===== src/rtl/sukt_pkg.sv =====
// Package for the sorted unique key table: request and result types,
// operation and status codes, sequencer states. No dependencies.
`timescale 1ns / 1ps
`default_nettype none
package sukt_pkg;

	typedef enum logic [2:0] {
		OP_INSERT   = 3'd0,
		OP_DELETE   = 3'd1,
		OP_SEARCH   = 3'd2,
		OP_DUMP_ASC = 3'd3,
		OP_DUMP_DSC = 3'd4
	} op_code_t;

	typedef enum logic [2:0] {
		ST_OK       = 3'd0,
		ST_DUP      = 3'd1,
		ST_NOTFOUND = 3'd2,
		ST_FULL     = 3'd3,
		ST_EMPTY    = 3'd4
	} status_code_t;

	typedef struct packed {
		logic [2:0]  op;
		logic [63:0] flight_key;
		logic [11:0] depart_time;
		logic [9:0]  seats_total;
		logic [9:0]  seats_taken;
	} req_t;

	typedef struct packed {
		logic [2:0]  status;
		logic [63:0] entry_key;
		logic [11:0] entry_time;
		logic [9:0]  entry_seats_total;
		logic [9:0]  entry_seats_taken;
		logic [5:0]  entries_held;
		logic        last;
	} rsp_t;

	typedef struct packed {
		logic [63:0] key;
		logic [11:0] tim;
		logic [9:0]  cap;
		logic [9:0]  occ;
	} entry_t;

	typedef enum logic [3:0] {
		S_IDLE,
		S_FIND,
		S_FIND_WAIT,
		S_DECIDE,
		S_POS,
		S_POS_WAIT,
		S_SHIFT_UP,
		S_SHIFT_DN,
		S_DUMP,
		S_DUMP_WAIT,
		S_OUT
	} seq_state_t;

endpackage
`default_nettype wire


===== src/rtl/sukt_mem.sv =====
// Entry memory: one write port, one registered read port.
// Depends on sukt_pkg.
`timescale 1ns / 1ps
`default_nettype none
module sukt_mem
	import sukt_pkg::*;
#(
	parameter int DEPTH = 32,
	parameter int AW = 5
) (
	input  wire logic          clk,
	input  wire logic          we,
	input  wire logic [AW-1:0] waddr,
	input  wire entry_t        wdata,
	input  wire logic [AW-1:0] raddr,
	output entry_t             rdata
);
	entry_t mem_q [DEPTH];

	always_ff @(posedge clk) begin
		if (we) mem_q[waddr] <= wdata;
		rdata <= mem_q[raddr];
	end
endmodule
`default_nettype wire


===== src/rtl/sorted_unique_key_table.sv =====
// Top level of the sorted unique key table: sequencer around one entry memory.
// Depends on sukt_pkg and sukt_mem.
//
// channel | dir | payload | handshake
// req     | in  | req_t   | req_valid / req_stall
// rsp     | out | rsp_t   | rsp_valid / rsp_stall
//
// One request at a time. Each memory step is a read, then a compare or write.
// Search/delete/insert: a key scan over the filled entries, then for an insert a time
// scan and a shift up, or for a delete a shift down.
// Dump: each entry passes S_DUMP, S_DUMP_WAIT and S_OUT. Reset empties the table at once.
// rsp_stall holds the result register and, in S_OUT, the sequencer.
`timescale 1ns / 1ps
`default_nettype none
module sorted_unique_key_table
	import sukt_pkg::*;
#(
	parameter int TABLE_DEPTH = 32,
	parameter int KEY_BYTES = 8
) (
	input  wire logic clk,
	input  wire logic arst_n,
	input  wire logic req_valid,
	output logic      req_stall,
	input  wire req_t req,
	output logic      rsp_valid,
	input  wire logic rsp_stall,
	output rsp_t      rsp
);
	localparam int AW = (TABLE_DEPTH > 1) ? $clog2(TABLE_DEPTH) : 1;
	localparam int CW = $clog2(TABLE_DEPTH + 1);
	localparam logic [63:0] KMASK = (KEY_BYTES >= 8) ? {64{1'b1}} :
		((64'd1 << (8 * KEY_BYTES)) - 64'd1);

	seq_state_t state_q, state_d;
	req_t       req_q;
	logic [CW-1:0] fill_q, idx_q, pos_q, n_emit_q;
	logic        found_q;
	entry_t      hold_q;
	status_code_t status_q;
	logic        phase_q;
	logic        we;
	logic [AW-1:0] waddr, raddr;
	entry_t      wdata, rdata;
	logic [CW-1:0] fill_next;
	logic        key_hit, out_ready, dump_more;

	sukt_mem #(.DEPTH(TABLE_DEPTH), .AW(AW)) u_mem (
		.clk(clk), .we(we), .waddr(waddr), .wdata(wdata),
		.raddr(raddr), .rdata(rdata)
	);

	assign req_stall = (state_q != S_IDLE);
	assign key_hit = (rdata.key == (req_q.flight_key & KMASK));
	assign out_ready = !rsp_valid || !rsp_stall;
	assign dump_more = (req_q.op == OP_DUMP_ASC || req_q.op == OP_DUMP_DSC) &&
		fill_q != '0 && (n_emit_q + CW'(1) < fill_q);

	always_comb begin
		state_d = state_q;
		unique case (state_q)
			S_IDLE: if (req_valid) begin
				if (req.op == OP_DUMP_ASC || req.op == OP_DUMP_DSC)
					state_d = (fill_q == '0) ? S_OUT : S_DUMP;
				else if (req.op > OP_DUMP_DSC) state_d = S_OUT;
				else state_d = S_FIND;
			end
			S_FIND:      state_d = (idx_q < fill_q) ? S_FIND_WAIT : S_DECIDE;
			S_FIND_WAIT: state_d = key_hit ? S_DECIDE : S_FIND;
			S_DECIDE: begin
				state_d = S_OUT;
				if (req_q.op == OP_INSERT && !found_q && fill_q < CW'(TABLE_DEPTH))
					state_d = S_POS;
				else if (req_q.op == OP_DELETE && found_q)
					state_d = S_SHIFT_DN;
			end
			S_POS:       state_d = (idx_q < fill_q) ? S_POS_WAIT : S_SHIFT_UP;
			S_POS_WAIT:  state_d = (rdata.tim > req_q.depart_time) ? S_SHIFT_UP : S_POS;
			S_SHIFT_UP:  if (phase_q && idx_q == pos_q) state_d = S_OUT;
			S_SHIFT_DN:  if (idx_q + CW'(1) >= fill_q) state_d = S_OUT;
			S_DUMP:      state_d = S_DUMP_WAIT;
			S_DUMP_WAIT: state_d = S_OUT;
			S_OUT:       if (out_ready) state_d = dump_more ? S_DUMP : S_IDLE;
			default:     state_d = S_IDLE;
		endcase
	end

	// memory address, write enable and write data; shifts alternate read/write via idx_q and a phase bit
	always_comb begin
		raddr = idx_q[AW-1:0];
		we = 1'b0;
		waddr = idx_q[AW-1:0];
		wdata = rdata;
		if (state_q == S_SHIFT_UP) begin
			// idx_q is destination; read idx-1 on phase 0, write on phase 1
			raddr = AW'(idx_q - CW'(1));
			if (phase_q) begin
				we = 1'b1;
				if (idx_q == pos_q) begin
					wdata.key = req_q.flight_key & KMASK;
					wdata.tim = req_q.depart_time;
					wdata.cap = req_q.seats_total;
					wdata.occ = req_q.seats_taken;
				end
			end
		end else if (state_q == S_SHIFT_DN) begin
			raddr = AW'(idx_q + CW'(1));
			we = phase_q;
		end
	end

	assign fill_next = fill_q;

	always_ff @(posedge clk or negedge arst_n) begin
		if (!arst_n) begin
			state_q <= S_IDLE;
			fill_q <= '0;
			rsp_valid <= 1'b0;
			idx_q <= '0;
			phase_q <= 1'b0;
			found_q <= 1'b0;
			req_q <= '0;
			pos_q <= '0;
			n_emit_q <= '0;
			hold_q <= '0;
			status_q <= ST_OK;
			rsp <= '0;
		end else begin
			state_q <= state_d;
			if (state_q == S_OUT && out_ready) rsp_valid <= 1'b1;
			else if (!rsp_stall) rsp_valid <= 1'b0;
			unique case (state_q)
				S_IDLE: if (req_valid) begin
					req_q <= req;
					idx_q <= (req.op == OP_DUMP_DSC && fill_q != '0) ?
						fill_q - CW'(1) : '0;
					found_q <= 1'b0;
					if (req.op == OP_DUMP_ASC || req.op == OP_DUMP_DSC) begin
						n_emit_q <= '0;
						if (fill_q == '0) begin
							status_q <= ST_EMPTY;
							hold_q <= '0;
						end
					end else if (req.op > OP_DUMP_DSC) begin
						status_q <= ST_OK;
						hold_q <= '0;
					end
				end
				S_FIND_WAIT: begin
					if (key_hit) begin
						found_q <= 1'b1;
						hold_q <= rdata;
						pos_q <= idx_q;
					end else idx_q <= idx_q + CW'(1);
				end
				S_FIND: ;
				S_DECIDE: begin
					hold_q <= found_q ? hold_q : '0;
					unique case (req_q.op)
						OP_INSERT: begin
							if (found_q) status_q <= ST_DUP;
							else if (fill_q >= CW'(TABLE_DEPTH)) status_q <= ST_FULL;
							else begin
								status_q <= ST_OK;
								idx_q <= '0;
							end
						end
						OP_DELETE: begin
							if (!found_q) status_q <= ST_NOTFOUND;
							else begin
								status_q <= ST_OK;
								idx_q <= pos_q;
								phase_q <= 1'b0;
							end
						end
						default: status_q <= found_q ? ST_OK : ST_NOTFOUND;
					endcase
				end
				S_POS_WAIT: begin
					if (rdata.tim > req_q.depart_time) begin
						pos_q <= idx_q;
						idx_q <= fill_q;
						phase_q <= 1'b0;
					end else idx_q <= idx_q + CW'(1);
				end
				S_POS: if (!(idx_q < fill_q)) begin
					pos_q <= idx_q;
					phase_q <= 1'b0;
				end
				S_SHIFT_UP: begin
					phase_q <= ~phase_q;
					if (phase_q) begin
						if (idx_q == pos_q) begin
							hold_q <= wdata;
							fill_q <= fill_q + CW'(1);
						end else idx_q <= idx_q - CW'(1);
					end
				end
				S_SHIFT_DN: begin
					phase_q <= ~phase_q;
					if (idx_q + CW'(1) >= fill_q) begin
						fill_q <= fill_q - CW'(1);
					end else if (phase_q) idx_q <= idx_q + CW'(1);
				end
				S_DUMP: ;
				S_DUMP_WAIT: begin
					hold_q <= rdata;
					status_q <= ST_OK;
				end
				S_OUT: if (out_ready) begin
					rsp.status <= status_q;
					rsp.entry_key <= hold_q.key;
					rsp.entry_time <= hold_q.tim;
					rsp.entry_seats_total <= hold_q.cap;
					rsp.entry_seats_taken <= hold_q.occ;
					rsp.entries_held <= 6'(fill_next);
					rsp.last <= !dump_more;
					if (dump_more) begin
						n_emit_q <= n_emit_q + CW'(1);
						idx_q <= (req_q.op == OP_DUMP_ASC) ? idx_q + CW'(1)
							: idx_q - CW'(1);
					end
				end
				default: ;
			endcase
		end
	end
endmodule
`default_nettype wire


===== config.mk =====
export PLATFORM = sky130hd
export DESIGN_NAME = sorted_unique_key_table
export DESIGN_NICKNAME = d
export VERILOG_FILES = /design/src/rtl/sukt_pkg.sv /design/src/rtl/sukt_mem.sv /design/src/rtl/sorted_unique_key_table.sv
export SDC_FILE = /design/constraint.sdc
export NUM_CORES = 2
export LEC_CHECK = 0
export BUFFER_PORTS_ARGS = -buffer_cell sky130_fd_sc_hd__clkbuf_2
export CORE_MARGIN = 2
export CORE_UTILIZATION = 67
export DETAILED_ROUTE_END_ITERATION = 10
export PLACE_DENSITY = 0.87
export REMOVE_ABC_BUFFERS = 1
export SLEW_MARGIN = 40
export SYNTH_ARGS = -nofsm -noshare
export SYNTH_HDL_FRONTEND = slang
export SYNTH_SLANG_ARGS = --single-unit
export TNS_END_PERCENT = 10

===== constraint.sdc =====
create_clock -name clk -period 15.11 [get_ports clk]
set_input_delay 2.2665 -clock clk [delete_from_list [all_inputs] [get_ports clk]]
set_output_delay 2.2665 -clock clk [all_outputs]
set_load 0.01 [all_outputs]

**Word-level counts from Yosys, hierarchy flattened**

Memories as Yosys holds them, arrays and structs flattened. A register that Yosys moved wholly into a read port is not among the register bits.
Index checks and enable logic that the tools add are counted.

- Logic and storage cells: 203
- Register bits: 335
- Bits in latches: 0
- Memory bits (read-only): 0
- Output and inout bits: 108
- Input bits: 103
- RAM bits: 3,072
- Memories kept: 1

Memories:

| name | depth | bits a word | read ports | clocked after Yosys merged registers in | write ports | line | text |
|---|---|---|---|---|---|---|---|
| u_mem.mem_q | 32 | 96 | 1 | 1 | 1 | sukt_mem.sv:18 | `entry_t mem_q [DEPTH];` |

- $lt $le $gt $ge: 7
- Shift-type cells: 0
- Equality and inequality tests: 42
- Multiplexer cells: 82
- Multipliers: 0
- Reduce and logical (&&, ||, !) cells: 40
- Bitwise gates (word level): 1
- Add/sub/neg operators: 5
- Div/mod/pow operators: 0

Operators with widths:

| cell | number |
|---|---|
| $mux W96 | 11 |
| $pmux W96 S5 | 1 |
| $mux W6 | 24 |
| $eq A64 B64 Y1 | 1 |
| $pmux W4 S11 | 1 |
| $pmux W6 S7 | 1 |
| $mux W4 | 9 |
| $pmux W6 S2 | 3 |
| $ne A2 B2 Y1 const B | 16 |
| $add A6 B1 Y6 const B | 3 |
| $ne A3 B3 Y1 const B | 6 |
| $pmux W6 S3 | 1 |
| $eq A4 B3 Y1 const B | 4 |
| $reduce_and A4 Y1 | 4 |
| $mux W3 | 5 |
| $mux W1 | 14 |
| $mux W2 | 7 |
| $reduce_and A13 Y1 | 1 |
| $eq A4 B4 Y1 const B | 3 |
| $gt A12 B12 Y1 | 1 |
| $lt A6 B6 Y1 | 2 |
| $sub A6 B1 Y6 const B | 2 |
| $mux W5 | 2 |
| $reduce_and A5 Y1 | 2 |
| other kinds (31) | 53 |

**Longest topological paths before layout**

- Depth after elaboration: 7
- Depth in mapped cells: 13
- Depth with buffers taken out: 10

**Hierarchy**

A second synthesis with hierarchy kept.

- Cell total of the unflattened synthesis: 7,290
- Area total of the unflattened synthesis: 135,489.9 µm²

Modules (own cells, without submodules):

| module | cells an instance | times used | area an instance (µm²) | sequential area each (µm²) |
|---|---|---|---|---|
| sukt_mem | 5,604 | 1 | 118,551.2 | 94,170.3 |
| sorted_unique_key_table | 1,686 | 1 | 16,938.7 | 8,383.0 |

**Least setup slack after synthesis**

OpenSTA, ideal clock, no wires.

- Path kind: register to register
- Start point: register state_q[3]
- End point: memory u_mem.mem_q[11][0] (netlist name), enable pin
- Stages on the path, launching flop included: 7
- Buffers on the path: 3
- Arrival time: 5.210 ns
- Data required time: 14.558 ns
- Clock period less this slack: 5.762 ns
- Setup time: 0.552 ns
- Setup slack: 9.348 ns
- Cell sequence: dfrtp_1 buf_4 and3b_1 buf_4 buf_6 nand3_1 nor2_1

- Longest elaborated chain between the ends: 5
- Elaborated cells on any way between the ends: 6
- Those cells by class: eq/ne: 2; mux: 4

Ends and longest elaborated chain:

| element | line | text |
|---|---|---|
| start, declared | sorted_unique_key_table.sv:35 | `seq_state_t state_q, state_d;` |
| start signal, assigned | sorted_unique_key_table.sv:129 | `state_q <= state_d;` |
| $eq A4 B3 Y1 | sorted_unique_key_table.sv:106 | `end else if (state_q == S_SHIFT_DN) begin` |
| $mux W1 | sorted_unique_key_table.sv:106 |  |
| $mux W1 (*) | sorted_unique_key_table.sv:94 | `if (state_q == S_SHIFT_UP) begin` |
| $mux W1 (*) | sukt_mem.sv:21 | `if (we) mem_q[waddr] <= wdata;` |
| $mux W1 (not written as such) (*) | sukt_mem.sv:21 |  |
| end, declared | sukt_mem.sv:18 |  |

Every way passes the cells marked *; elsewhere a longest branch is shown, timed or not.

**Worst setup path after layout**

- Start point: register idx_q[0]
- End point: register, netlist name u_mem.rdata[79]

- Longest elaborated chain between the ends: 3
- Elaborated cells on any way between the ends: 4
- Those cells by class: add/sub: 2; mux: 2

Ends and longest elaborated chain:

| element | line | text |
|---|---|---|
| start, declared | sorted_unique_key_table.sv:37 | `logic [CW-1:0] fill_q, idx_q, pos_q, n_emit_q;` |
| start signal, assigned | sorted_unique_key_table.sv:135 | `idx_q <= (req.op == OP_DUMP_DSC && fill_q != '0) ?` |
| start signal, assigned | sorted_unique_key_table.sv:154 | `end else idx_q <= idx_q + CW'(1);` |
| start signal, assigned | sorted_unique_key_table.sv:172 | `idx_q <= pos_q;` |
| $add A6 B1 Y6 | n/a |  |
| $mux W5 | sorted_unique_key_table.sv:106 |  |
| $mux W5 (*) | sorted_unique_key_table.sv:94 |  |

Marked as above.
A chain may end at the register's enable or synchronous reset.

==> results.sh <==
export IMPL_status="finished with violations"
export IMPL_failed_checks="design-rule violations"
export IMPL_dp_cells=9747
export IMPL_cts_root_buf="clkbuf_16"
export IMPL_nets=7572
export IMPL_n_fill_cell=9307
export IMPL_cts_tree="done"
export IMPL_worst_path_max_fanout=67
export IMPL_cts_setup_buffers=0
export IMPL_overflow=0
export IMPL_port_buffers=210
export IMPL_grt_util_met1_pct=52.8
export IMPL_rows=165
export IMPL_ios=211
export IMPL_synth_top_family_by_area="multiplexers"
export IMPL_finalCritPeriodShare_pct=38.8
export IMPL_vias=82700
export IMPL_drt_iter0_drc=18700
export IMPL_async_flop_share_pct=9.56
export IMPL_finalClockSkew_ns=0.0561
export IMPL_start_kind="register"
export IMPL_end_kind="register"
export IMPL_place_congestion=0.889
export IMPL_yosysSeqAreaShare_pct=75.4
export IMPL_tightest_slew_ns=1.01
export IMPL_synth_mux_area_share_pct=15.2
export IMPL_ys_types=78
export IMPL_drtAntennaViolNets=0
export IMPL_multi_input_area_um2=32000
export IMPL_hold_ws_ns=0.463
export IMPL_post_synth_top_area_fraction_pct=67.8
export IMPL_synthSimpleGateAreaFrac_pct=5.05
export IMPL_power_density_nw_per_um2=194
export IMPL_die_area_um2=207000
export IMPL_path_clk_slew_ns=0.07
export IMPL_cts_hold_fix_buffers=0
export IMPL_wire_per_inst_um=43.4
export IMPL_synth_most_common_cell="edfxtp_1"
export IMPL_arrival_ns=6.74
export IMPL_worstHoldPathType="register to register"
export IMPL_coreArea_um2=202000
export IMPL_synth_main_ff_cell="edfxtp_1"
export IMPL_synth_compound_area_share_pct=1.92
export IMPL_remaining_drc_errors=1
export IMPL_setup_viol=0
export IMPL_fp_dieH_um=455
export IMPL_rsz0062_at_grt="false"
export IMPL_synthAdderAreaFrac_pct=0.349
export IMPL_syn_to_final_growth_pct=12.3
export IMPL_grt_use_met2_pct=65.1
export IMPL_grt_pass1_vias=82600
export IMPL_critPathKind="register to register"
export IMPL_grt_max_degree=145
export IMPL_cts_resized_gates=0
export IMPL_final_layout_size_suffix_gt1_share_pct=25.5
export IMPL_numCtsBuffers=344
export IMPL_finalHoldViolCount=0
export IMPL_synth_area_leaders="edfxtp_1 68%, mux4_2 13%, dfrtp_1 6.2%, nand2_1 3.2%, dfxtp_1 1.4%"
export IMPL_critPathRequiredTime_ns=15.99
export IMPL_synth_seq_cells=3503
export IMPL_slew_headroom_pct=32.9
export IMPL_h_tree_depth=5
export IMPL_rrSetupSlack_ns=9.25
export IMPL_netlist_instances=7091
export IMPL_start_util_pct=67.3
export IMPL_regArea_um2=103000
export IMPL_max_clock_freq_mhz=171
export IMPL_post_dp_hpwl_mm=196
export IMPL_via_per_inst=7.97
export IMPL_syn_cell_area_um2=136000
export IMPL_synth_edf_count=3072
export IMPL_grt_busiest_layer="met2"
export IMPL_drt_pass1_iterations=11
export IMPL_gr_usage_met3_pct=13.9
export IMPL_die_w_um=455
export IMPL_wl_mm=451
export IMPL_fin_crit_ns=5.86
export IMPL_clk_latency_ns=1.01
export IMPL_slew_viol_final=0
export IMPL_clock_sinks=3503
export IMPL_final_cells=10400
export IMPL_synth_xor_area_share_pct=0.578
export IMPL_peakVddDrop_mv=0.179
export IMPL_synth_common_cells="3072 x edfxtp_1, 1178 x nand2_1, 768 x mux4_2"
export IMPL_cap_violations=0
export IMPL_synth_top_area_cell="edfxtp_1"
export IMPL_cts_path_max_buffers=4
export IMPL_grt_usage_pct=43.3
export IMPL_grt_first_pass_wirelength_mm=617
export IMPL_leakage_uw=0.0532
export IMPL_antenna_found_initial=22
export IMPL_avgSynthCellArea_um2=19.2
export IMPL_yosysWarnings=0
-- metal layers --
metal | vias to the layer above | share of wire (%) | wire length [um]
met5 | - | 0.059 | 266
met4 | 30 | 9.8 | 44200
met3 | 2983 | 17 | 74500
met2 | 11000 | 45 | 205000
met1 | 39900 | 28 | 127000
li1 | 28800 | - | -
-- critical path: stages, from the launching register on --
cell and delay, ns:
dfrtp_1 0.72, inv_1 0.26, ha_1 0.45, xnor2_1 0.24, a21oi_4 0.68, buf_6 0.63, buf_6 0.72, buf_4 0.78
mux4_2 0.56, mux2i_1 0.28, a32oi_1 0.09, and3_1 0.20
-- stage by stage --
stage          setup slack, ns  total power [uW]  setup TNS (ns)  util (%)  instance area, um2
2_1_floorplan           -27.86             21300        -2673.88         -              134000
3_3_place_gp              9.24             19500               0      69.3              140000
3_5_place_dp              9.35             20000               0      69.8              141000
4_1_cts                   9.17             29100               0      75.3              152000
5_1_grt                   9.24             30100               0      75.6              153000
6_report                  9.25             29600               0      75.6              153000
-- registers in the layout, indices dropped and copies added, names as in the netlist --
signal,count
n_emit_q,6
state_q,4
rsp,106
phase_q,1
u_mem.rdata,96
rsp_valid,1
pos_q,6
u_mem.mem_q,3072
req_q,99
fill_next,6
hold_q,96
idx_q,6
found_q,1
status_q,3
-- cell type report --
type	count	share of cell area, %
Antenna cell	7	0.0115
Clock buffer	448	6.10
Clock inverter	171	1.20
Inverter	28	0.0688
Multi-Input combinational cell	3165	21.0
Sequential cell	3503	67.1
Tap cell	2672	2.19
Timing Repair Buffer	389	2.35
-- power breakdown --
part | internal [uW] | leakage, uW | switching, uW
clock | 5000 | 0.00544 | 3900
sequential | 12400 | 0.0328 | 724
combinational | 2660 | 0.0150 | 4970
-- placed cells by master, fill, tap and decap left out, drive strengths merged, types with 30 or more instances in the layout --
cell,n
a22o,98
dfrtp,335
and3,99
mux2i,104
o21ai,43
a32oi,95
bufinv,38
clkbuf,657
nand2,1178
mux4,768
a21oi,30
nand3,214
buf,180
clkinv,110
xnor2,81
nor2,60
inv,38
ha,38
dfxtp,96
mux2,205
edfxtp,3072
-- logic make-up after synthesis --
group                      Yosys count
adders and majority gates           38
muxes                             1077
xor gates and xnor gates            89
AOI/OAI and AO/OA                  331
buffers and inverters              423
and+or+nand+nor                   1630
DFF                               3503
-- path summary, 6_finish.rpt --
check	startpoint	end	cells past startpoint
worst max-delay path	idx_q[0]$_DFFE_PN0P_	u_mem.rdata[79]$_DFF_P_	11
worst min-delay path	hold_q[63]$_DFFE_PN0P_	rsp[70]$_DFFE_PN0P_	2
worst max register to register	idx_q[0]$_DFFE_PN0P_	u_mem.rdata[79]$_DFF_P_	11
worst min register to register	hold_q[63]$_DFFE_PN0P_	rsp[70]$_DFFE_PN0P_	2
max in group asynchronous	arst_n	req_q[13]$_DFFE_PN0P_	3
min in group asynchronous	arst_n	rsp[57]$_DFFE_PN0P_	1
Power figures use the tool's default switching activity.
